[src/hw/rtl/ppk_pkg.sv]
// ----------------------------------------------------------------------------
// ppk_pkg
// Shared types, constants and helpers of the page-mode 2bpp pixel packer.
// ----------------------------------------------------------------------------
`default_nettype none

package ppk_pkg;

  localparam int unsigned PIXEL_W      = 8;
  localparam int unsigned CFG_DATA_W   = 8;
  localparam int unsigned CFG_INDEX_W  = 1;
  localparam int unsigned BYTE_ADDR_W  = 12;
  localparam int unsigned BYTE_W       = 8;
  localparam int unsigned PLANE_BITS   = 7;
  localparam int unsigned ENTRY_W      = 2 * PLANE_BITS;
  localparam int unsigned ADDR_CALC_W  = 24;

  // Grey pixel: keep bits 7 and 6 only.
  localparam int unsigned PIX_SHIFT    = 6;
  localparam logic [1:0]  PIX_MASK     = 2'b11;

  // Rows per page band.
  localparam int unsigned BAND_ROWS    = 8;
  localparam int unsigned BAND_LOG     = $clog2(BAND_ROWS);
  localparam logic [BAND_LOG-1:0] BAND_TOP_ROW = BAND_LOG'(BAND_ROWS - 1);
  localparam logic [BAND_LOG-1:0] BAND_BOTTOM_ROW = '0;

  localparam logic [CFG_DATA_W-1:0] RESET_WIDTH  = 8'd96;
  localparam logic [CFG_DATA_W-1:0] RESET_HEIGHT = 8'd64;

  typedef enum logic [CFG_INDEX_W-1:0] {
    CFG_IMAGE_WIDTH  = 1'b0,
    CFG_IMAGE_HEIGHT = 1'b1
  } cfg_index_t;

  // Work passed from the address/counter stage to the merge stage.
  typedef struct packed {
    logic                   valid;
    logic                   emit;      // bottom row of the band: close the column
    logic                   fresh;     // first row of the band seen: ignore stored bits
    logic                   last;      // final pixel of the frame
    logic                   hi;
    logic                   lo;
    logic [BAND_LOG-1:0]    row_in_band;
    logic [BYTE_ADDR_W-1:0] addr;      // even address of the high-plane byte
  } stage_t;

  // Last valid index of a dimension: zero reads as one, clamp to the maximum.
  function automatic int unsigned dim_last(input logic [CFG_DATA_W-1:0] v,
                                           input int unsigned max_dim);
    int unsigned d;
    d = 32'(v);
    if (d == 0) d = 1;
    if (d > max_dim) d = max_dim;
    return d - 1;
  endfunction

endpackage

`default_nettype wire

[src/hw/rtl/ppk_ram.sv]
// ----------------------------------------------------------------------------
// ppk_ram
// Generic single-write, single-read RAM with registered read (read-first).
// ----------------------------------------------------------------------------
`default_nettype none

module ppk_ram #(
  parameter int unsigned WIDTH = 14,
  parameter int unsigned DEPTH = 128,
  localparam int unsigned AW   = (DEPTH > 1) ? $clog2(DEPTH) : 1
) (
  input  wire logic             clk,
  input  wire logic             wr_en,
  input  wire logic [AW-1:0]    wr_addr,
  input  wire logic [WIDTH-1:0] wr_data,
  input  wire logic             rd_en,
  input  wire logic [AW-1:0]    rd_addr,
  output logic      [WIDTH-1:0] rd_data
);

  logic [WIDTH-1:0] mem [DEPTH];

  always_ff @(posedge clk) begin
    if (wr_en) begin
      mem[wr_addr] <= wr_data;
    end
    if (rd_en) begin
      rd_data <= mem[rd_addr];
    end
  end

endmodule

`default_nettype wire

[src/hw/rtl/ppk_sched.sv]
// ----------------------------------------------------------------------------
// ppk_sched
// Frame geometry registers, row/column counters and the address stage.
// ----------------------------------------------------------------------------
`default_nettype none

module ppk_sched import ppk_pkg::*; #(
  parameter int unsigned MAX_WIDTH  = 128,
  parameter int unsigned MAX_HEIGHT = 128,
  localparam int unsigned COL_W     = $clog2(MAX_WIDTH),
  localparam int unsigned ROW_W     = $clog2(MAX_HEIGHT)
) (
  input  wire logic                   clk,
  input  wire logic                   rst,
  input  wire logic                   cfg_wr_en,
  input  wire logic [CFG_INDEX_W-1:0] cfg_index,
  input  wire logic [CFG_DATA_W-1:0]  cfg_data,
  input  wire logic                   in_valid,
  input  wire logic                   hold,
  input  wire logic [PIXEL_W-1:0]     pixel_value,
  output logic                        rd_en,
  output logic      [COL_W-1:0]       rd_addr,
  output stage_t                      stage,
  output logic      [COL_W-1:0]       stage_col
);

  logic [COL_W-1:0] w_last;
  logic [ROW_W-1:0] h_last;
  logic [COL_W-1:0] col_cnt;
  logic [ROW_W-1:0] row_cnt;
  logic [COL_W-1:0] col_cnt_next;
  logic [ROW_W-1:0] row_cnt_next;
  logic [COL_W-1:0] cfg_w_last;
  logic [ROW_W-1:0] cfg_h_last;
  logic             accept;
  logic [ADDR_CALC_W-1:0] addr_sum;
  logic [1:0]       pix;
  stage_t           stage_next;

  assign accept     = in_valid && !hold;
  assign rd_en      = accept;
  assign rd_addr    = col_cnt;
  assign cfg_w_last = COL_W'(dim_last(cfg_data, MAX_WIDTH));
  assign cfg_h_last = ROW_W'(dim_last(cfg_data, MAX_HEIGHT));

  always_comb begin
    if (col_cnt == w_last) begin
      col_cnt_next = '0;
      row_cnt_next = (row_cnt == '0) ? h_last : row_cnt - ROW_W'(1);
    end else begin
      col_cnt_next = col_cnt + COL_W'(1);
      row_cnt_next = row_cnt;
    end
  end

  // band * width + column, doubled for the plane pair
  assign addr_sum = (ADDR_CALC_W'(row_cnt) >> BAND_LOG) *
                    (ADDR_CALC_W'(w_last) + ADDR_CALC_W'(1)) + ADDR_CALC_W'(col_cnt);
  assign pix      = 2'(pixel_value >> PIX_SHIFT) & PIX_MASK;

  always_comb begin
    stage_next             = '0;
    stage_next.valid       = 1'b1;
    stage_next.row_in_band = row_cnt[BAND_LOG-1:0];
    stage_next.emit        = (row_cnt[BAND_LOG-1:0] == BAND_BOTTOM_ROW);
    stage_next.fresh       = (row_cnt[BAND_LOG-1:0] == BAND_TOP_ROW) || (row_cnt == h_last);
    stage_next.last        = (row_cnt == '0) && (col_cnt == w_last);
    stage_next.hi          = pix[1];
    stage_next.lo          = pix[0];
    stage_next.addr        = {addr_sum[BYTE_ADDR_W-2:0], 1'b0};
  end

  always_ff @(posedge clk) begin
    if (rst) begin
      w_last  <= COL_W'(dim_last(RESET_WIDTH, MAX_WIDTH));
      h_last  <= ROW_W'(dim_last(RESET_HEIGHT, MAX_HEIGHT));
      col_cnt <= '0;
      row_cnt <= ROW_W'(dim_last(RESET_HEIGHT, MAX_HEIGHT));
      stage   <= '0;
    end else if (cfg_wr_en) begin
      case (cfg_index_t'(cfg_index))
        CFG_IMAGE_WIDTH: begin
          w_last  <= cfg_w_last;
          row_cnt <= h_last;
        end
        CFG_IMAGE_HEIGHT: begin
          h_last  <= cfg_h_last;
          row_cnt <= cfg_h_last;
        end
        default: begin
          row_cnt <= h_last;
        end
      endcase
      col_cnt     <= '0;
      stage.valid <= 1'b0;
    end else if (accept) begin
      col_cnt <= col_cnt_next;
      row_cnt <= row_cnt_next;
      stage   <= stage_next;
    end else if (!hold) begin
      stage.valid <= 1'b0;
    end
  end

  always_ff @(posedge clk) begin
    if (accept) begin
      stage_col <= col_cnt;
    end
  end

endmodule

`default_nettype wire

[src/hw/rtl/ppk_emit.sv]
// ----------------------------------------------------------------------------
// ppk_emit
// Merge stage: read-modify-write of the column store and the output pair.
// ----------------------------------------------------------------------------
`default_nettype none

module ppk_emit import ppk_pkg::*; #(
  parameter int unsigned MAX_WIDTH = 128,
  localparam int unsigned COL_W    = $clog2(MAX_WIDTH)
) (
  input  wire logic                   clk,
  input  wire logic                   rst,
  input  wire stage_t                 stage,
  input  wire logic [COL_W-1:0]       stage_col,
  input  wire logic [ENTRY_W-1:0]     rd_data,
  output logic                        wr_en,
  output logic      [COL_W-1:0]       wr_addr,
  output logic      [ENTRY_W-1:0]     wr_data,
  output logic                        hold,
  output logic                        out_valid,
  input  wire logic                   out_stall,
  output logic      [BYTE_ADDR_W-1:0] byte_address,
  output logic      [BYTE_W-1:0]      byte_value,
  output logic                        last_of_pair,
  output logic                        frame_done
);

  typedef enum logic [2:0] {
    OUT_IDLE = 3'b001,
    OUT_HIGH = 3'b010,
    OUT_LOW  = 3'b100
  } out_state_t;

  out_state_t             out_state;
  out_state_t             out_state_next;
  logic [BYTE_ADDR_W-1:0] pair_addr;
  logic [BYTE_W-1:0]      pair_hi;
  logic [BYTE_W-1:0]      pair_lo;
  logic                   pair_done;
  logic                   fwd_valid;
  logic [COL_W-1:0]       fwd_col;
  logic [ENTRY_W-1:0]     fwd_data;
  logic [ENTRY_W-1:0]     base;
  logic [ENTRY_W-1:0]     set_bits;
  logic                   pair_free;
  logic                   go;
  logic                   out_take;

  // A write in the same cycle as the read misses the RAM (read-first); take it from here.
  always_comb begin
    if (stage.fresh) begin
      base = '0;
    end else if (fwd_valid && (fwd_col == stage_col)) begin
      base = fwd_data;
    end else begin
      base = rd_data;
    end
  end

  assign set_bits = (ENTRY_W'(stage.hi) << (stage.row_in_band - BAND_LOG'(1))) |
                    (ENTRY_W'(stage.lo) << (4'(stage.row_in_band) + 4'(PLANE_BITS - 1)));

  assign out_take  = out_valid && !out_stall;
  assign pair_free = (out_state == OUT_IDLE) || ((out_state == OUT_LOW) && !out_stall);
  assign hold      = stage.valid && stage.emit && !pair_free;
  assign go        = stage.valid && !hold;

  assign wr_en   = go;
  assign wr_addr = stage_col;
  assign wr_data = stage.emit ? '0 : (base | set_bits);

  always_comb begin
    out_state_next = out_state;
    if (go && stage.emit) begin
      out_state_next = OUT_HIGH;
    end else if (out_take) begin
      case (out_state)
        OUT_HIGH: out_state_next = OUT_LOW;
        OUT_LOW:  out_state_next = OUT_IDLE;
        default:  out_state_next = OUT_IDLE;
      endcase
    end
  end

  always_ff @(posedge clk) begin
    if (rst) begin
      out_state <= OUT_IDLE;
      fwd_valid <= 1'b0;
    end else begin
      out_state <= out_state_next;
      if (go) begin
        fwd_valid <= 1'b1;
      end
    end
  end

  always_ff @(posedge clk) begin
    if (go) begin
      fwd_col  <= stage_col;
      fwd_data <= wr_data;
    end
    if (go && stage.emit) begin
      pair_addr <= stage.addr;
      pair_hi   <= {base[PLANE_BITS-1:0], stage.hi};
      pair_lo   <= {base[ENTRY_W-1:PLANE_BITS], stage.lo};
      pair_done <= stage.last;
    end
  end

  assign out_valid    = (out_state != OUT_IDLE);
  assign last_of_pair = (out_state == OUT_LOW);
  assign byte_address = {pair_addr[BYTE_ADDR_W-1:1], last_of_pair};
  assign byte_value   = last_of_pair ? pair_lo : pair_hi;
  assign frame_done   = last_of_pair && pair_done;

endmodule

`default_nettype wire

[src/hw/rtl/pixel_to_page_planar_2bpp_packer_core.sv]
// ----------------------------------------------------------------------------
// pixel_to_page_planar_2bpp_packer_core
// Packs a bottom-up grey bitmap into page-organised two-plane LCD bytes.
// ----------------------------------------------------------------------------
//
//  channel | direction | handshake            | payload
//  --------+-----------+----------------------+-------------------------------
//  cfg     | in        | cfg_wr_en            | cfg_index, cfg_data
//  in      | in        | in_valid / in_stall  | pixel_value
//  out     | out       | out_valid / out_stall| byte_address, byte_value,
//          |           |                      | last_of_pair, frame_done
//
//  One pixel beat is taken per cycle while in_stall is low. A pixel on the
//  bottom row of its band yields two output beats, so the output port (one
//  beat per cycle while out_stall is low) sets the rate there.
//  The stage register and the output pair lie between a pixel and its beats.
//  rst is synchronous; it sets 96 x 64, restarts the frame and empties the
//  pipe. No clearing pass over the store is needed.
//  out_stall holds the pair; in_stall rises while a bottom-row pixel waits.
//
// ----------------------------------------------------------------------------
`default_nettype none

module pixel_to_page_planar_2bpp_packer_core import ppk_pkg::*; #(
  parameter int unsigned MAX_WIDTH  = 128,
  parameter int unsigned MAX_HEIGHT = 128
) (
  input  wire logic                   clk,
  input  wire logic                   rst,
  // configuration
  input  wire logic                   cfg_wr_en,
  input  wire logic [CFG_INDEX_W-1:0] cfg_index,
  input  wire logic [CFG_DATA_W-1:0]  cfg_data,
  // pixel beats
  input  wire logic                   in_valid,
  output logic                        in_stall,
  input  wire logic [PIXEL_W-1:0]     pixel_value,
  // packed byte beats
  output logic                        out_valid,
  input  wire logic                   out_stall,
  output logic      [BYTE_ADDR_W-1:0] byte_address,
  output logic      [BYTE_W-1:0]      byte_value,
  output logic                        last_of_pair,
  output logic                        frame_done
);

  localparam int unsigned COL_W = $clog2(MAX_WIDTH);

  // Column store: per column, rows 1..7 of the current band for both planes.
  // Its contents are never cleared. The first row of each band that arrives
  // (row 7 of the band, or the top image row) overwrites instead of
  // merging, so stale bits from an earlier frame or a restart never show.
  logic               rd_en;
  logic [COL_W-1:0]   rd_addr;
  logic [ENTRY_W-1:0] rd_data;
  logic               wr_en;
  logic [COL_W-1:0]   wr_addr;
  logic [ENTRY_W-1:0] wr_data;
  stage_t             stage;
  logic [COL_W-1:0]   stage_col;
  logic               hold;

  // Address stage: count rows and columns, issue the store read.
  ppk_sched #(
    .MAX_WIDTH  (MAX_WIDTH),
    .MAX_HEIGHT (MAX_HEIGHT)
  ) u_sched (
    .clk         (clk),
    .rst         (rst),
    .cfg_wr_en   (cfg_wr_en),
    .cfg_index   (cfg_index),
    .cfg_data    (cfg_data),
    .in_valid    (in_valid),
    .hold        (hold),
    .pixel_value (pixel_value),
    .rd_en       (rd_en),
    .rd_addr     (rd_addr),
    .stage       (stage),
    .stage_col   (stage_col)
  );

  // Column store, one entry per column.
  ppk_ram #(
    .WIDTH (ENTRY_W),
    .DEPTH (MAX_WIDTH)
  ) u_store (
    .clk     (clk),
    .wr_en   (wr_en),
    .wr_addr (wr_addr),
    .wr_data (wr_data),
    .rd_en   (rd_en),
    .rd_addr (rd_addr),
    .rd_data (rd_data)
  );

  // Merge stage: write back the entry, hand finished columns to the output.
  ppk_emit #(
    .MAX_WIDTH (MAX_WIDTH)
  ) u_emit (
    .clk          (clk),
    .rst          (rst),
    .stage        (stage),
    .stage_col    (stage_col),
    .rd_data      (rd_data),
    .wr_en        (wr_en),
    .wr_addr      (wr_addr),
    .wr_data      (wr_data),
    .hold         (hold),
    .out_valid    (out_valid),
    .out_stall    (out_stall),
    .byte_address (byte_address),
    .byte_value   (byte_value),
    .last_of_pair (last_of_pair),
    .frame_done   (frame_done)
  );

  // Hold the pixel side only while the finished pair cannot move on.
  assign in_stall = hold;

endmodule

`default_nettype wire

[config.mk]
export PLATFORM = sky130hd
export DESIGN_NAME = pixel_to_page_planar_2bpp_packer_core
export DESIGN_NICKNAME = d
export VERILOG_FILES = /design/src/hw/rtl/ppk_pkg.sv /design/src/hw/rtl/ppk_ram.sv /design/src/hw/rtl/ppk_sched.sv /design/src/hw/rtl/ppk_emit.sv /design/src/hw/rtl/pixel_to_page_planar_2bpp_packer_core.sv
export SDC_FILE = /design/constraint.sdc
export NUM_CORES = 2
export LEC_CHECK = 0
export BUFFER_PORTS_ARGS = -buffer_cell sky130_fd_sc_hd__buf_4
export CAP_MARGIN = 20
export CORE_MARGIN = 8
export CORE_UTILIZATION = 63
export DETAILED_ROUTE_END_ITERATION = 6
export GPL_TIMING_DRIVEN = 0
export PLACE_DENSITY_LB_ADDON = 0.3
export REMOVE_ABC_BUFFERS = 1
export SLEW_MARGIN = 25
export SYNTH_ARGS = -nofsm -noshare
export SYNTH_HDL_FRONTEND = slang
export SYNTH_SLANG_ARGS = --single-unit
[constraint.sdc]
create_clock -name clk -period 5.1 [get_ports clk]
set_input_delay 1.02 -clock clk [delete_from_list [all_inputs] [get_ports clk]]
set_output_delay 1.02 -clock clk [all_outputs]
set_load 0.05 [all_outputs]
======== Yosys cells after proc, flatten, opt, wreduce, memory -nomap -nowiden ========
Memory sizes are Yosys's and may differ from the RTL's. A register that Yosys moved wholly into a read port is not among the register bits.
Index checks and enable logic that the tools add are counted.
storage, ports and cells
  logic and storage cells ................. 93
  memory bits (writable) .................. 1792
  bits in registers ....................... 108
  memories ................................ 1
  output and inout port bits .............. 24
memories
  name         words  bits a word  rd ports  clocked after Yosys merged registers in  wr ports  RTL line       RTL
  u_store.mem  128    14           1         1                                        1         ppk_ram.sv:21  logic [WIDTH-1:0] mem [DEPTH];
cells by class
  bitwise gates (word level) .............. 4
  add/subtract/negate cells ............... 7
  shift-type cells ........................ 2
  reductions and logical operators ........ 27
  multiplexer cells ....................... 19
  equality and inequality tests ........... 9
  $lt $le $gt $ge ......................... 1
  $mul .................................... 1
operators by type and width
  kind                   number
  $mux W14               3
  $mux W7                6
  $or A14 B14 Y14        2
  $mul A4 B24 Y11        1
  $eq A7 B7 Y1           3
  $mux W8                2
  $pmux W7 S2            1
  $shl A1 B3 Y14         1
  $shl A1 B4 Y14         1
  $sub A7 B1 Y7 const B  2
  $add A11 B7 Y11        1
  $logic_and A1 B1 Y1    10
  $add A7 B1 Y8 const B  1
  $gt A8 B8 Y1 const B   1
  $logic_not A8 Y1       1
  $reduce_and A2 Y1      4
  $add A7 B1 Y7 const B  1
  $logic_not A7 Y1       1
  $eq A3 B3 Y1 const B   2
  $reduce_bool A2 Y1     3
  $add A3 B3 Y4 const B  1
  $mux W1                4
  $mux W2                2
  $reduce_or A2 Y1       2
  other kinds (10)       14

======== Depth between registers and ports, before layout ========
  word-level depth ........................ 9
  mapped depth ............................ 17
  depth with buffers taken out ............ 17

======== Hierarchy ========
From an unflattened synthesis, not the netlist that was laid out.
unflattened totals
  cells, all modules ...................... 3396
  area, all modules ....................... 75531.2 µm²
by module, submodules not included
  module     cells each  area an instance (µm²)  seq. area each (µm²)  times used
  ppk_ram    2723        68988.7                 54232.0               1
  ppk_sched  425         3718.6                  1171.1                1
  ppk_emit   248         2824.0                  1551.5                1

======== Worst setup path before layout ========
No wires, ideal clock.
  path kind ............................... reg-to-reg
  from .................................... register u_sched.w_last[1]
  to ...................................... register, netlist name u_sched.stage[9]
  slack ................................... 0.740 ns
  clock period less this slack ............ 4.360 ns
  stages on the path, launching flop included .. 17
  path buffers ............................ 0
  arrival time ............................ 4.228 ns
  library setup time ...................... 0.132 ns
  path through ............................ dfxtp_1 -> ha_1 -> and3_1 -> xnor2_1 -> nor2b_1 -> fa_1 -> fa_1 -> inv_1 -> fa_1 -> inv_1 -> ha_1 -> and3_1 -> a2111oi_0 -> o21ai_0 -> xor2_1 -> nand2_1 -> a21oi_1
on the way
  cells in the longest elaborated chain, start to end .. 3
ends and longest elaborated chain
  what                    RTL line         RTL
  from (decl)             ppk_sched.sv:27  logic [COL_W-1:0] w_last;
  from (signal assigned)  ppk_sched.sv:75  w_last <= COL_W'(dim_last(RESET_WIDTH, MAX_WIDTH));
  from (signal assigned)  ppk_sched.sv:83  w_last <= cfg_w_last;
  $add A7 B1 Y8           ppk_sched.sv:58  (ADDR_CALC_W'(w_last) + ADDR_CALC_W'(1)) + ADDR_CALC_W'(col_cnt);
  $mul A4 B24 Y11         ppk_sched.sv:57  assign addr_sum = (ADDR_CALC_W'(row_cnt) >> BAND_LOG) *
  $add A11 B7 Y11         ppk_sched.sv:58
Every way passes these cells.
A chain may end at the register's enable or synchronous reset.

======== Final worst setup path ========
  from .................................... register u_sched.w_last[0]
  to ...................................... register, netlist name u_sched.stage[10]
on the way
  cells in the longest elaborated chain, start to end .. 3
ends and longest elaborated chain
  what             RTL line
  $add A7 B1 Y8    ppk_sched.sv:58
  $mul A4 B24 Y11  ppk_sched.sv:57
  $add A11 B7 Y11  ppk_sched.sv:58
Every way passes these cells.

==> metrics.txt <==
worst path cell trace=ha_1, xor2_1, nand2_1, fa_1, fa_1, fa_1, inv_1, ha_1, a21o_1, a21oi_1, o21bai_1, a2111o_1, a2111o_1, nand3_1; drt total wl=187 mm; WHS Path Cells=0; final setup fails=0; Cell Rows=127; Final #Nets=3,847; min Tclk post-route=between 4 and 5 ns; initial core utilization=63.3%; vias per cell=a little under 7; FF-to-FF path depth=14; Worst path most repeated cell=fa_1; critical path's largest stage delay=0.60 ns; crit path DAT=5.52 ns; CP endpoint kind=flop; Worst Setup Start Kind=flop; initial antenna violation count=4; Multi-input gate area=roughly 18,000 sq um; number of H-tree levels=4; Yosys reg bits=1,914; port bufs=39; R2R Setup Slk=0.33 ns; Slew Viols, Final=0; Finished Cell Area=85,600 sq um; DR pass1 iterations=5; placed cell areas=approximately 80,000 sq um; metal2 WL=88.1 mm; Async S/R FF share, synth=0%; DR top layer=met5; total power per unit cell area=382 nW/um^2; Avg WL per Cell=33.8 microns; peak supply drop=0.368 mV; Ys Warns=0; Die Ht=362 microns; HP Class=flop to flop; met3 WL=21.5 mm; Final ANT Viol Nets=0; # clock sinks=1,914; post-synth cell types=66; EDFF count, synth=1,862; Area Overhead vs Synth=13.4%; RSZ-0062 raised after global routing=false; worst slew pin tran=1.16 ns; All-Layer GR Usage=between 20% and 30%; Register Area=around 57,000 sq um; register area share after synthesis=75.5%; slowest stage cell on the critical path=dfxtp_1; routed length on met1=67.0 mm; Worst Path Class, Setup=flop to flop; largest net degree at the start of global routing=67; clk_lat worst skew=0.81 ns; # IOs=46; crit-path max FO=9; share of layout cells above drive strength 1=28.7%; grt ovf=0; period utilisation layout=93.6%; dominant synthesized flop cell=edfxtp_1; CTS Root Cell=clkbuf_16; relative slew slack=22.2%; status=finished, final reports clean; Hold Slack=~0.43 ns; RePlAce Congestion=0.853; 1st-iter DRT viols=around 5,500; Hold Buf Count CTS=0; first-pass GRT wire length=270 mm; DIE WIDTH=362 microns; Mapped Area=~75,000 sq um; CTS tree=yes; Syn Area/Cell=approximately 21 sq um; Final Hold Fails=0; Post-route DRC=0; Longest Clk Path Bufs=3; vias in the first global route=about 39,000; DR vias=38,300; Req. time, crit path=between 5 and 6 ns; DIE AREA=131,000 sq um; Max-Cap Viols=0; Max Clock Freq=209 MHz; HPWL Detailed=around 110 mm; skew final=0.0338 ns; Util after Layout=71.7%; Core Region=119,000 sq um; leakage=26.7 nW; TritonCTS Buffers=~180; power consumption=32.7 mW; filler instances=6,465; clock-pin slew on the worst setup and hold paths=~0.070 ns; synthesized instance count=around 3,600
power breakdown:
part	internal (mW)	total (mW)	switching, mW
logic	0.696	1.85	1.15
clock network	7.66	13.3	5.66
registers	17.5	17.5	0.0595
timing repair:
item                                    CTS  global route
endpoints found under the setup margin    2             2
setup buffers                             0             0
endpoints found under the hold margin     0             0
resized for setup                         1             1
critical path: cells and delay by family (launching register included):
kind	cells	cell delay (ns)
AO/OA/AOI/OAI	5	1.41
AND/OR/NAND/NOR	2	0.23
XOR/XNOR	1	0.35
adder cells (fa/ha/maj)	5	2.10
flip-flops	1	0.60
buffers and inverters	1	0.05
final cells by class:
class | instances | share of cell area (%)
Sequential cell | 1914 | 66.6
Multi-Input combinational cell | 1454 | 20.9
Clock buffer | 226 | 5.71
Timing Repair Buffer | 179 | 3.20
Tap cell | 1612 | 2.36
Clock inverter | 97 | 1.06
Inverter | 52 | 0.246
Antenna cell | 2 | 0.00585
registers in the layout (all words and copies together) (netlist names):
name and count:
u_emit.fwd_valid 1, u_emit.pair_lo 8, u_sched.stage 20, u_emit.pair_hi 8, u_store.rd_data 14, u_sched.w_last 7
u_emit.fwd_col 7, u_emit.pair_addr 11, u_emit.out_state 3, u_sched.row_cnt 7, u_emit.fwd_data 14, u_emit.pair_done 1
u_store.mem 1792, u_sched.rd_addr 7, u_sched.h_last 7, u_sched.stage_col 7
cells in the mapped netlist (4+ instances only):
cell / count / area (sq um)
nand2_1: 151 / 567
a22oi_1: 8 / 60.1
mux4_2: 493 / 11100
o21a_1: 17 / 128
a21oi_1: 58 / 290
nand3_1: 30 / 150
mux2_2: 31 / 349
nand2b_1: 11 / 68.8
buf_2: 49 / 245
nor2_1: 208 / 781
ha_1: 28 / 350
buf_6: 18 / 203
a311oi_1: 12 / 105
o221ai_1: 9 / 78.8
o22ai_1: 23 / 144
edfxtp_1: 1862 / 55900
buf_1: 11 / 41.3
nor2b_1: 42 / 263
buf_4: 42 / 315
a31oi_1: 11 / 68.8
nand4_1: 8 / 50.1
xor2_1: 20 / 175
and2_1: 18 / 113
a211oi_1: 28 / 210
dfxtp_1: 52 / 1040
clkinv_1: 4 / 15.0
o211ai_1: 11 / 82.6
a221oi_1: 10 / 87.6
fa_1: 17 / 340
nor4_1: 10 / 62.6
a2111oi_0: 4 / 35.0
mux2i_1: 74 / 741
o21ai_0: 25 / 125
inv_1: 46 / 173
clkbuf_1: 64 / 240
xnor2_1: 25 / 219
nor3_1: 16 / 80.1
a21o_1: 4 / 30.0
a22o_1: 6 / 52.6
a2bb2oi_1: 4 / 35.0
placed cells by master (no fill, tap or decap), types with 25 or more instances in the layout:
cell,netlist,routed
dfxtp_1,52,45
inv_1,46,44
xnor2_1,25,25
a211oi_1,28,28
buf_16,0,33
o21ai_0,25,25
clkinv_1,4,43
nand3_1,30,26
clkinv_2,0,31
edfxtp_1,1862,1862
mux4_2,493,493
nor2_2,0,126
buf_4,42,40
buf_6,18,57
mux2_2,31,31
a21oi_1,58,58
nand2_1,151,148
ha_1,28,28
nor2_1,208,75
clkbuf_1,64,35
mux2i_1,74,74
buf_12,0,30
nor2b_1,42,42
clkbuf_16,0,189
cells by family (layout without fill, tap and decap cells):
kind of cell               Yosys count  in the layout  synth area share (%)
buffers and inverters              236            554                  1.64
muxes                              598            598                  16.2
AOI/OAI and AO/OA                  253            253                  2.30
xor gates and xnor gates            45             45                 0.522
other                                0              2                     0
and+or+nand+nor                    513            513                  3.01
DFF                               1914           1914                  75.5
adders and majority gates           45             45                 0.915
path summary, 6_finish.rpt:
check | startpoint | endpoint
setup / recovery | u_sched.w_last[0]$_SDFFE_PP1P_ | u_sched.stage[10]$_SDFFE_PP0P_
hold / removal | u_sched.stage[2]$_SDFFE_PP0P_ | u_emit.pair_addr[2]$_DFFE_PP_
setup reg to reg | u_sched.w_last[0]$_SDFFE_PP1P_ | u_sched.stage[10]$_SDFFE_PP0P_
hold reg to reg | u_sched.stage[2]$_SDFFE_PP0P_ | u_emit.pair_addr[2]$_DFFE_PP_
per-layer routing:
metal / track usage [%] / up-vias
li1: - / 15200
met4: 13.9 / 6
met2: 44.4 / 2789
met5: 0 / -
met3: 6.58 / 526
met1: 38.8 / 19800
per-stage QoR:
stage / TNS, ns / instances / setup slack (ns)
after floorplan: -592.38 / 3420 / -15.20
after global placement: -6592.37 / 5071 / -27.86
after detailed placement: -0.0351 / 5211 / -0.0351
after CTS: 0 / 5534 / 0.185
after global routing: 0 / 5534 / 0.126
final: 0 / 5536 / 0.326
Note: power is estimated with default switching activity, not from simulation.
